<file path="src/rtl/cfp_pkg.sv">
// Package for the CRC-checked command frame parser.
// Holds the phase and event codes, register indexes, shared structs and constants.
// No dependencies.
`default_nettype none

package cfp_pkg;

    localparam int unsigned BYTE_W  = 8;
    localparam int unsigned CRC_W   = 16;
    localparam int unsigned TOKEN_W = 64;
    localparam int unsigned CFG_A_W = 3;
    localparam int unsigned OUT_W   = 16;

    localparam logic [CRC_W-1:0]  CRC_POLY = 16'hA001;
    localparam logic [CRC_W-1:0]  CRC_INIT = 16'hFFFF;
    localparam logic [BYTE_W-1:0] ID_BYTES = 8'd8;

    localparam logic [TOKEN_W-1:0] RST_AUTH_TOKEN = 64'd6364207704511098177;
    localparam logic [BYTE_W-1:0]  RST_VERSION    = 8'h02;
    localparam logic [BYTE_W-1:0]  RST_ADDRESS    = 8'h7E;
    localparam logic [BYTE_W-1:0]  RST_KIND       = 8'h7F;
    localparam logic [BYTE_W-1:0]  RST_MARK       = 8'h40;

    localparam logic [CFG_A_W-1:0] CFG_AUTH_TOKEN = 3'd0;
    localparam logic [CFG_A_W-1:0] CFG_VERSION    = 3'd1;
    localparam logic [CFG_A_W-1:0] CFG_ADDRESS    = 3'd2;
    localparam logic [CFG_A_W-1:0] CFG_KIND       = 3'd3;
    localparam logic [CFG_A_W-1:0] CFG_MARK       = 3'd4;

    typedef enum logic [9:0] {
        PH_WAIT     = 10'b00_0000_0001,
        PH_ID       = 10'b00_0000_0010,
        PH_VERSION  = 10'b00_0000_0100,
        PH_ADDRESS  = 10'b00_0000_1000,
        PH_KIND     = 10'b00_0001_0000,
        PH_LENGTH   = 10'b00_0010_0000,
        PH_COMMAND  = 10'b00_0100_0000,
        PH_CRC_LOW  = 10'b00_1000_0000,
        PH_CRC_HIGH = 10'b01_0000_0000,
        PH_END      = 10'b10_0000_0000
    } t_phase;

    typedef enum logic [2:0] {
        EV_NONE     = 3'd0,
        EV_ACCEPTED = 3'd1,
        EV_HEADER   = 3'd2,
        EV_END_MARK = 3'd3,
        EV_TOKEN    = 3'd4,
        EV_CRC      = 3'd5
    } t_event;

    typedef struct packed {
        logic [TOKEN_W-1:0] auth_token;
        logic [BYTE_W-1:0]  version;
        logic [BYTE_W-1:0]  address;
        logic [BYTE_W-1:0]  kind;
        logic [BYTE_W-1:0]  mark;
    } t_cfg;

    typedef struct packed {
        logic               idle;
        logic [BYTE_W-1:0]  command;
        t_event             frame_event;
        logic               consumed;
    } t_result;

endpackage

`default_nettype wire

</file>
<file path="src/rtl/cfp_crc_fold.sv">
// One-byte MODBUS CRC16 update, unrolled over the eight bit steps.
// Depends on cfp_pkg.
`default_nettype none

module cfp_crc_fold
    import cfp_pkg::*;
(
    input  wire logic [CRC_W-1:0]  i_crc,
    input  wire logic [BYTE_W-1:0] i_byte,
    output logic      [CRC_W-1:0]  o_crc
);

    always_comb begin
        logic [CRC_W-1:0] v_crc;
        v_crc = i_crc ^ {{(CRC_W-BYTE_W){1'b0}}, i_byte};
        for (int k = 0; k < BYTE_W; k++) begin
            if (v_crc[0]) begin
                v_crc = (v_crc >> 1) ^ CRC_POLY;
            end else begin
                v_crc = v_crc >> 1;
            end
        end
        o_crc = v_crc;
    end

endmodule

`default_nettype wire

</file>
<file path="src/rtl/cfp_frame_fsm.sv">
// Frame phase sequencer: holds the parse state, running CRC and device id,
// and works out the result for the byte in the input register. Depends on cfp_pkg, cfp_crc_fold.
`default_nettype none

module cfp_frame_fsm
    import cfp_pkg::*;
(
    input  wire logic              i_clk,
    input  wire logic              i_rst_n,
    input  wire logic              i_en,
    input  wire logic [BYTE_W-1:0] i_byte,
    input  wire t_cfg              i_cfg,
    output t_result                o_result
);

    t_phase              r_phase, n_phase;
    logic [BYTE_W-1:0]   r_count, n_count;
    logic [BYTE_W-1:0]   r_len, n_len;
    logic [BYTE_W-1:0]   r_last, n_last;
    logic [TOKEN_W-1:0]  r_dev_id, n_dev_id;
    logic [CRC_W-1:0]    r_crc, n_crc;
    logic [CRC_W-1:0]    r_rx_crc, n_rx_crc;
    logic [CRC_W-1:0]    crc_next;
    logic [BYTE_W-1:0]   count_inc;
    logic [BYTE_W-1:0]   want;

    cfp_crc_fold u_crc (
        .i_crc  (r_crc),
        .i_byte (i_byte),
        .o_crc  (crc_next)
    );

    assign count_inc = r_count + 8'd1;

    always_comb begin
        n_phase  = r_phase;
        n_count  = r_count;
        n_len    = r_len;
        n_last   = r_last;
        n_dev_id = r_dev_id;
        n_crc    = r_crc;
        n_rx_crc = r_rx_crc;
        o_result.consumed    = 1'b1;
        o_result.frame_event = EV_NONE;
        o_result.command     = '0;
        want = i_cfg.kind;
        if (r_phase == PH_VERSION) begin
            want = i_cfg.version;
        end else if (r_phase == PH_ADDRESS) begin
            want = i_cfg.address;
        end

        unique case (r_phase) inside
            PH_ID: begin
                n_dev_id = {r_dev_id[TOKEN_W-BYTE_W-1:0], i_byte};
                n_crc    = crc_next;
                n_count  = count_inc;
                if (count_inc >= ID_BYTES) begin
                    n_phase = PH_VERSION;
                end
            end
            PH_VERSION, PH_ADDRESS, PH_KIND: begin
                if (i_byte != want) begin
                    n_phase = PH_WAIT;
                    o_result.frame_event = EV_HEADER;
                end else begin
                    n_crc = crc_next;
                    if (r_phase == PH_VERSION) begin
                        n_phase = PH_ADDRESS;
                    end else if (r_phase == PH_ADDRESS) begin
                        n_phase = PH_KIND;
                    end else begin
                        n_phase = PH_LENGTH;
                    end
                end
            end
            PH_LENGTH: begin
                n_len   = i_byte;
                n_crc   = crc_next;
                n_count = '0;
                n_phase = (i_byte == '0) ? PH_CRC_LOW : PH_COMMAND;
            end
            PH_COMMAND: begin
                n_last  = i_byte;
                n_crc   = crc_next;
                n_count = count_inc;
                if (count_inc >= r_len) begin
                    n_phase = PH_CRC_LOW;
                end
            end
            PH_CRC_LOW: begin
                n_rx_crc = {{(CRC_W-BYTE_W){1'b0}}, i_byte};
                n_phase  = PH_CRC_HIGH;
            end
            PH_CRC_HIGH: begin
                n_rx_crc = {i_byte, r_rx_crc[BYTE_W-1:0]};
                n_phase  = PH_END;
            end
            PH_END: begin
                if (i_byte != i_cfg.mark) begin
                    o_result.frame_event = EV_END_MARK;
                end else if (r_dev_id != i_cfg.auth_token) begin
                    o_result.frame_event = EV_TOKEN;
                end else if (r_crc != r_rx_crc) begin
                    o_result.frame_event = EV_CRC;
                end else begin
                    o_result.frame_event = EV_ACCEPTED;
                    o_result.command     = r_last;
                end
                n_phase = PH_WAIT;
            end
            default: begin
                if (i_byte == i_cfg.mark) begin
                    n_count = '0;
                    n_crc   = CRC_INIT;
                    n_phase = PH_ID;
                end else begin
                    n_phase = PH_WAIT;
                    o_result.consumed = 1'b0;
                end
            end
        endcase
        o_result.idle = (n_phase == PH_WAIT);
    end

    always_ff @(posedge i_clk) begin
        if (!i_rst_n) begin
            r_phase  <= PH_WAIT;
            r_count  <= '0;
            r_len    <= '0;
            r_last   <= '0;
            r_crc    <= CRC_INIT;
            r_rx_crc <= '0;
        end else if (i_en) begin
            r_phase  <= n_phase;
            r_count  <= n_count;
            r_len    <= n_len;
            r_last   <= n_last;
            r_crc    <= n_crc;
            r_rx_crc <= n_rx_crc;
        end
    end

    // The device id is always fully shifted in before it is compared.
    always_ff @(posedge i_clk) begin
        if (i_en) begin
            r_dev_id <= n_dev_id;
        end
    end

endmodule

`default_nettype wire

</file>
<file path="src/rtl/crc_checked_command_frame_parser_core.sv">
// A byte is held in the input register; its result is registered in the output register when it advances.
// Throughput: one byte per cycle while the output is not stalled, set by the combinational CRC fold and phase update.
// A byte is taken while an earlier result waits; the input register is the skid stage.
// Reset is synchronous and active low: the parser goes idle with the CRC at 0xFFFF
// and all configuration registers return to their default values.
// Depends on cfp_pkg and cfp_frame_fsm.
`default_nettype none

module crc_checked_command_frame_parser_core
    import cfp_pkg::*;
(
    input  wire logic               i_clk,
    input  wire logic               i_rst_n,
    input  wire logic               i_s_axis_tvalid,
    output logic                    o_s_axis_tready,
    input  wire logic [BYTE_W-1:0]  i_s_axis_tdata,  // [7:0] rx_byte
    output logic                    o_m_axis_tvalid,
    input  wire logic               i_m_axis_tready,
    output logic [OUT_W-1:0]        o_m_axis_tdata,  // [0] consumed, [3:1] frame_event,
                                                     // [11:4] command, [12] idle, rest zero
    input  wire logic               i_cfg_we,
    input  wire logic [CFG_A_W-1:0] i_cfg_addr,
    input  wire logic [TOKEN_W-1:0] i_cfg_wdata
);

    t_cfg              r_cfg;
    logic              r_in_valid;
    logic [BYTE_W-1:0] r_in_byte;
    logic              r_out_valid;
    t_result           r_result;
    t_result           fsm_result;
    logic              advance;
    logic              in_take;

    assign advance         = r_in_valid && (!r_out_valid || i_m_axis_tready);
    assign o_s_axis_tready = !r_in_valid || advance;
    assign in_take         = i_s_axis_tvalid && o_s_axis_tready;

    always_ff @(posedge i_clk) begin
        if (!i_rst_n) begin
            r_cfg.auth_token <= RST_AUTH_TOKEN;
            r_cfg.version    <= RST_VERSION;
            r_cfg.address    <= RST_ADDRESS;
            r_cfg.kind       <= RST_KIND;
            r_cfg.mark       <= RST_MARK;
        end else if (i_cfg_we) begin
            unique case (i_cfg_addr)
                CFG_AUTH_TOKEN: r_cfg.auth_token <= i_cfg_wdata;
                CFG_VERSION:    r_cfg.version    <= i_cfg_wdata[BYTE_W-1:0];
                CFG_ADDRESS:    r_cfg.address    <= i_cfg_wdata[BYTE_W-1:0];
                CFG_KIND:       r_cfg.kind       <= i_cfg_wdata[BYTE_W-1:0];
                CFG_MARK:       r_cfg.mark       <= i_cfg_wdata[BYTE_W-1:0];
                default: ;
            endcase
        end
    end

    always_ff @(posedge i_clk) begin
        if (!i_rst_n) begin
            r_in_valid <= 1'b0;
        end else if (o_s_axis_tready) begin
            r_in_valid <= i_s_axis_tvalid;
        end
    end

    always_ff @(posedge i_clk) begin
        if (in_take) begin
            r_in_byte <= i_s_axis_tdata;
        end
    end

    cfp_frame_fsm u_fsm (
        .i_clk    (i_clk),
        .i_rst_n  (i_rst_n),
        .i_en     (advance),
        .i_byte   (r_in_byte),
        .i_cfg    (r_cfg),
        .o_result (fsm_result)
    );

    always_ff @(posedge i_clk) begin
        if (!i_rst_n) begin
            r_out_valid <= 1'b0;
        end else if (!r_out_valid || i_m_axis_tready) begin
            r_out_valid <= r_in_valid;
        end
    end

    always_ff @(posedge i_clk) begin
        if (advance) begin
            r_result <= fsm_result;
        end
    end

    assign o_m_axis_tvalid = r_out_valid;
    assign o_m_axis_tdata  = {{(OUT_W-$bits(t_result)){1'b0}}, r_result};

`ifndef SYNTHESIS
    a_unconsumed_idle: assert property (@(posedge i_clk) disable iff (!i_rst_n)
        r_out_valid && !r_result.consumed |-> r_result.idle && r_result.frame_event == EV_NONE)
        else $error("unconsumed byte left the parser busy");

    a_event_idle: assert property (@(posedge i_clk) disable iff (!i_rst_n)
        r_out_valid && r_result.frame_event != EV_NONE |-> r_result.idle)
        else $error("frame outcome reported while parser stays busy");

    a_command_zero: assert property (@(posedge i_clk) disable iff (!i_rst_n)
        r_out_valid && r_result.frame_event != EV_ACCEPTED |-> r_result.command == '0)
        else $error("command set without an accepted frame");

    a_full_stall: assert property (@(posedge i_clk) disable iff (!i_rst_n)
        r_in_valid && r_out_valid && !i_m_axis_tready |=> r_in_valid && r_out_valid)
        else $error("request lost while output stalled");
`endif

endmodule

`default_nettype wire
</file>
<file path="config.mk">
export PLATFORM = sky130hd
export DESIGN_NAME = crc_checked_command_frame_parser_core
export DESIGN_NICKNAME = d
export VERILOG_FILES = /design/src/rtl/cfp_pkg.sv /design/src/rtl/cfp_crc_fold.sv /design/src/rtl/cfp_frame_fsm.sv /design/src/rtl/crc_checked_command_frame_parser_core.sv
export SDC_FILE = /design/constraint.sdc
export NUM_CORES = 1
export LEC_CHECK = 0
export BUFFER_PORTS_ARGS = -buffer_cell sky130_fd_sc_hd__buf_2
export CAP_MARGIN = 20
export CELL_PAD_IN_SITES_DETAIL_PLACEMENT = 1
export CELL_PAD_IN_SITES_GLOBAL_PLACEMENT = 2
export CORE_AREA = 5 5 177 179
export CTS_CLUSTER_SIZE = 16
export DETAILED_ROUTE_END_ITERATION = 8
export DIE_AREA = 0 0 182 184
export MAX_ROUTING_LAYER = met4
export PLACE_DENSITY = 0.77
export SKIP_CTS_REPAIR_TIMING = 1
export SLEW_MARGIN = 20
export SYNTH_ARGS = -nofsm -noshare
export SYNTH_HDL_FRONTEND = slang
export SYNTH_SLANG_ARGS = --single-unit
</file>
<file path="constraint.sdc">
create_clock -name i_clk -period 6.5 [get_ports i_clk]
set_input_delay 0.65 -clock i_clk [delete_from_list [all_inputs] [get_ports i_clk]]
set_output_delay 0.65 -clock i_clk [all_outputs]
set_load 0.02 [all_outputs]
</file>
==> flow_summary_export.csv <==
group,metric,value,unit
final_layout,areaGrowthSynthToFinish,15.82,%
synth,synth-main-ff-cell,"dfxtp_1",
timing,setup_violations,0,
worst_hold_path,hold_class,"input pin to flip-flop",
setup_path,required,6.90,ns
grt,grt_pass1_wl,46830,µm
route,first_pass_iters,4,
timing,hold_violations,0,
route,num_vias,8023,
timing,fin_crit_sh,0.5246,
die,dieArea,33490,µm²
outcome,status,"completed",
final_layout,drive_gt1_frac,0.1436,
setup_path,r2r-end,"o_m_axis_tdata[11]$_SDFFCE_PP0P_",
route,vias_per_cell,5.075,
synth,yosys.cell_types.count,61,
cts,insertion_delay,0.54,ns
die,row_count,63,
grt,grt-ovfl-total,0,
cts,clock_path_buffers,3,
die,core,29400,µm²
synth,synth_edf_count,85,
cts,cts_tree,"built",
run,drv_cap,0,
timing,drv_slew,0,
setup_path,worstSetupStartpointType,"flip-flop",
grt,grt_pass1_vias,8372,
setup_path,end_kind,"flip-flop",
final_layout,multiInputGateArea,4787,µm²
setup_path,reg2reg_from,"u_fsm.r_phase[2]$_SDFFE_PN0P_",
timing,skew,0.009307,ns
setup_path,crit_fanout,21,
setup_path,slowest_delay,0.71,ns
timing,holdWs,0.2865,ns
worst_hold_path,min_to,"r_in_byte[0]$_DFFE_PP_",
power,power.leakage,0.004559,µW
grt,grt.total_usage,0.1790,
timing,min_period,3.410,ns
cts,cts-root-buf,"clkbuf_16",
route,routed_wl,29660,µm
final_layout,stdcell_count,1581,
die,start_util,0.3745,
power,power.density,280.3,nW/µm²
timing,max_slew_margin,0.3474,
final_layout,nNetsFinal,1257,
setup_path,worstRegToRegCells,6,
synth,syn_inst,1099,
placement,gp_congestion,0.7891,
final_layout,seq_area,5836,µm²
setup_path,cp_cell_sequence,"or3_1 > or4_2 > or4b_2 > or2_1 > nor3_2 > and2_1",
setup_path,path_class,"flip-flop to flip-flop",
cts,htreeDepth,1,
setup_path,arrival,3.81,ns
synth,ys_ff_latch,249,
synth,ys_async_sr_fraction,0,
timing,rsz0062_at_grt,"no",
route,drt_iter0_drc,433,
setup_path,crit_path_start,"u_fsm.r_phase[2]$_SDFFE_PN0P_",
worst_hold_path,min-delay-start,"i_s_axis_tdata[0]",
route,ant_nets,0,
setup_path,critPathSlowestCell,"or4b_2",
route,avgRoutedWirePerCell,18.76,µm
synth,syn-cell-area,11010,µm²
cts,path_clk_slew,0.06,ns
worst_hold_path,min_path_cells,1,
placement,dpl_cell_area,11710,µm²
die,die_w,182,µm
die,pin_count,98,
placement,hpwl,20420,µm
cts,clock-sinks,249,
synth,syn_avg_cell_area,10.02,µm²
timing,fmax,293.3,MHz
synth,yosys_warnings,0,
placement,placed_cells,1527,
route,drc,0,
setup_path,r2r_slack,3.09,ns
die,die_h,184,µm
power,ir_drop,0.0001673,V
final_layout,stdcell_area,12750,µm²
final_layout,diodes,0,
placement,io_buffers,94,
cts,cts_buffers,29,
final_layout,fillers,3337,
grt,antenna_found_initial,0,
grt,grt_max_degree,98,
timing,tns,0,ns
synth,yosysSeqAreaShare,0.5299,
timing,worst_pin_slew,0.9542,ns
-- per-stage QoR --
stage	setup WS (ns)	utilization	power (µW)
2_1_floorplan	2.015	-	1780
3_3_place_gp	3.144	0.3981	1848
3_5_place_dp	3.071	0.3981	1851
4_1_cts	3.058	0.4336	3627
5_1_grt	2.774	0.4338	3710
6_report	3.090	0.4338	3575
-- critical path: cells and delay by family (launching register included) --
family | cells | cell delay (ns)
flip-flops | 1 | 0.49
AND/OR/NAND/NOR | 6 | 2.78
-- state kept, by name, indices dropped and copies added, names as in the netlist --
name / cells
u_fsm.r_phase: 10
u_fsm.r_dev_id: 64
r_in_valid: 1
u_fsm.r_len: 8
u_fsm.r_count: 8
u_fsm.r_rx_crc: 16
o_m_axis_tdata: 13
u_fsm.r_last: 8
u_fsm.r_crc: 16
r_cfg: 96
o_m_axis_tvalid: 1
r_in_byte: 8
-- layer usage --
layer	up-vias	wire, µm	track usage	share of wire
li1	3915	-	-	-
met1	3944	13490	0.2307	0.45
met2	130	14550	0.3058	0.49
met3	34	1187	0.02592	0.040
met4	0	436	0.03062	0.015
met5	-	0	-	0
-- layout by cell type, fill, tap and decap left out, types with 3 or more instances in the layout --
cell type / count
o22ai_1: 4
xnor2_1: 82
and2_1: 10
a21oi_1: 7
nand2b_1: 7
a211oi_1: 7
a31oi_1: 5
and3_1: 7
nand3b_1: 18
clkbuf_16: 29
o21ai_0: 18
clkbuf_8: 4
conb_1: 3
buf_2: 93
nor3_1: 8
o2bb2ai_1: 8
xor2_1: 37
nand4_1: 19
clkinv_1: 5
dfxtp_1: 164
buf_4: 8
a2111oi_0: 6
nor4_1: 14
nor2_1: 14
a22oi_1: 10
inv_1: 19
nand3_1: 46
mux2i_1: 28
nor2b_1: 39
clkinv_2: 5
nand2_1: 243
ha_1: 9
bufinv_16: 6
a21boi_0: 71
edfxtp_1: 85
or3_1: 9
or2_2: 4
-- Yosys cell counts (2+ instances only) --
| master | instances | area share |
|---|---|---|
| o2bb2ai_1 | 8 | 0.0064 |
| buf_6 | 3 | 0.0031 |
| nand3_1 | 46 | 0.021 |
| nand3b_1 | 18 | 0.012 |
| clkbuf_8 | 3 | 0.0037 |
| a21boi_0 | 71 | 0.048 |
| or2_2 | 4 | 0.0023 |
| xor2_1 | 37 | 0.029 |
| dfxtp_1 | 164 | 0.30 |
| clkbuf_1 | 48 | 0.016 |
| or3b_2 | 2 | 0.0016 |
| o22ai_1 | 4 | 0.0023 |
| edfxtp_1 | 85 | 0.23 |
| a211oi_2 | 2 | 0.0023 |
| nor3_1 | 8 | 0.0036 |
| or3_1 | 9 | 0.0051 |
| nand4_1 | 19 | 0.011 |
| nand2_1 | 244 | 0.083 |
| a21o_1 | 2 | 0.0014 |
| a21oi_1 | 7 | 0.0032 |
| a31oi_1 | 5 | 0.0028 |
| a2111oi_1 | 2 | 0.0018 |
| nor4_1 | 15 | 0.0085 |
| buf_2 | 2 | 0.00091 |
| a21boi_1 | 2 | 0.0014 |
| a32oi_1 | 2 | 0.0016 |
| o21ai_0 | 18 | 0.0082 |
| a2111oi_0 | 6 | 0.0048 |
| o21a_1 | 2 | 0.0014 |
| buf_4 | 7 | 0.0048 |
| nor2b_1 | 39 | 0.022 |
| nor2_1 | 15 | 0.0051 |
| a211oi_1 | 7 | 0.0048 |
| ha_1 | 9 | 0.010 |
| inv_1 | 19 | 0.0065 |
| nand2b_1 | 7 | 0.0040 |
| a22oi_1 | 10 | 0.0068 |
| mux2i_1 | 28 | 0.025 |
| xnor2_1 | 82 | 0.065 |
| and2_1 | 11 | 0.0062 |
| and3_1 | 7 | 0.0040 |
-- worst max-delay path by stage --
stage | to | slack, ns | cells past startpoint
finish | o_m_axis_tdata[11]$_SDFFCE_PP0P_ | 3.09 | 6
global route | u_fsm.r_crc[7]$_SDFFE_PN1P_ | 2.77 | 9
CTS | u_fsm.r_crc[14]$_SDFFE_PN1P_ | 3.06 | 9
detailed placement | u_fsm.r_crc[14]$_SDFFE_PN1P_ | 3.07 | 9
global placement | o_m_axis_tdata[5]$_SDFFCE_PP0P_ | 3.14 | 6
floorplan | u_fsm.r_dev_id[0]$_DFFE_PP_ | 2.01 | 5
-- report_power, final --
part / total (µW) / switching (µW) / internal, µW
clock network: 1760 / 660 / 1100
registers: 1660 / 29.4 / 1630
logic: 158 / 92.3 / 66.1
-- final cells by class --
class	count	share of cell area
Clock buffer	35	0.06181
Clock inverter	19	0.01992
Tap cell	390	0.03826
Sequential cell	249	0.4576
Timing Repair Buffer	101	0.04120
Inverter	20	0.005886
Multi-Input combinational cell	767	0.3754
-- cell families after synthesis --
| kind of cell | after synthesis | synth area share |
|---|---|---|
| other | 1 | 0.0003405 |
| DFF | 249 | 0.5299 |
| and+or+nand+nor | 453 | 0.1973 |
| xor gates and xnor gates | 119 | 0.09465 |
| muxes | 28 | 0.02545 |
| AOI/OAI and AO/OA | 155 | 0.1045 |
| adders and majority gates | 9 | 0.01023 |
| buffers and inverters | 85 | 0.03761 |
Power figures use the tool's default switching activity.
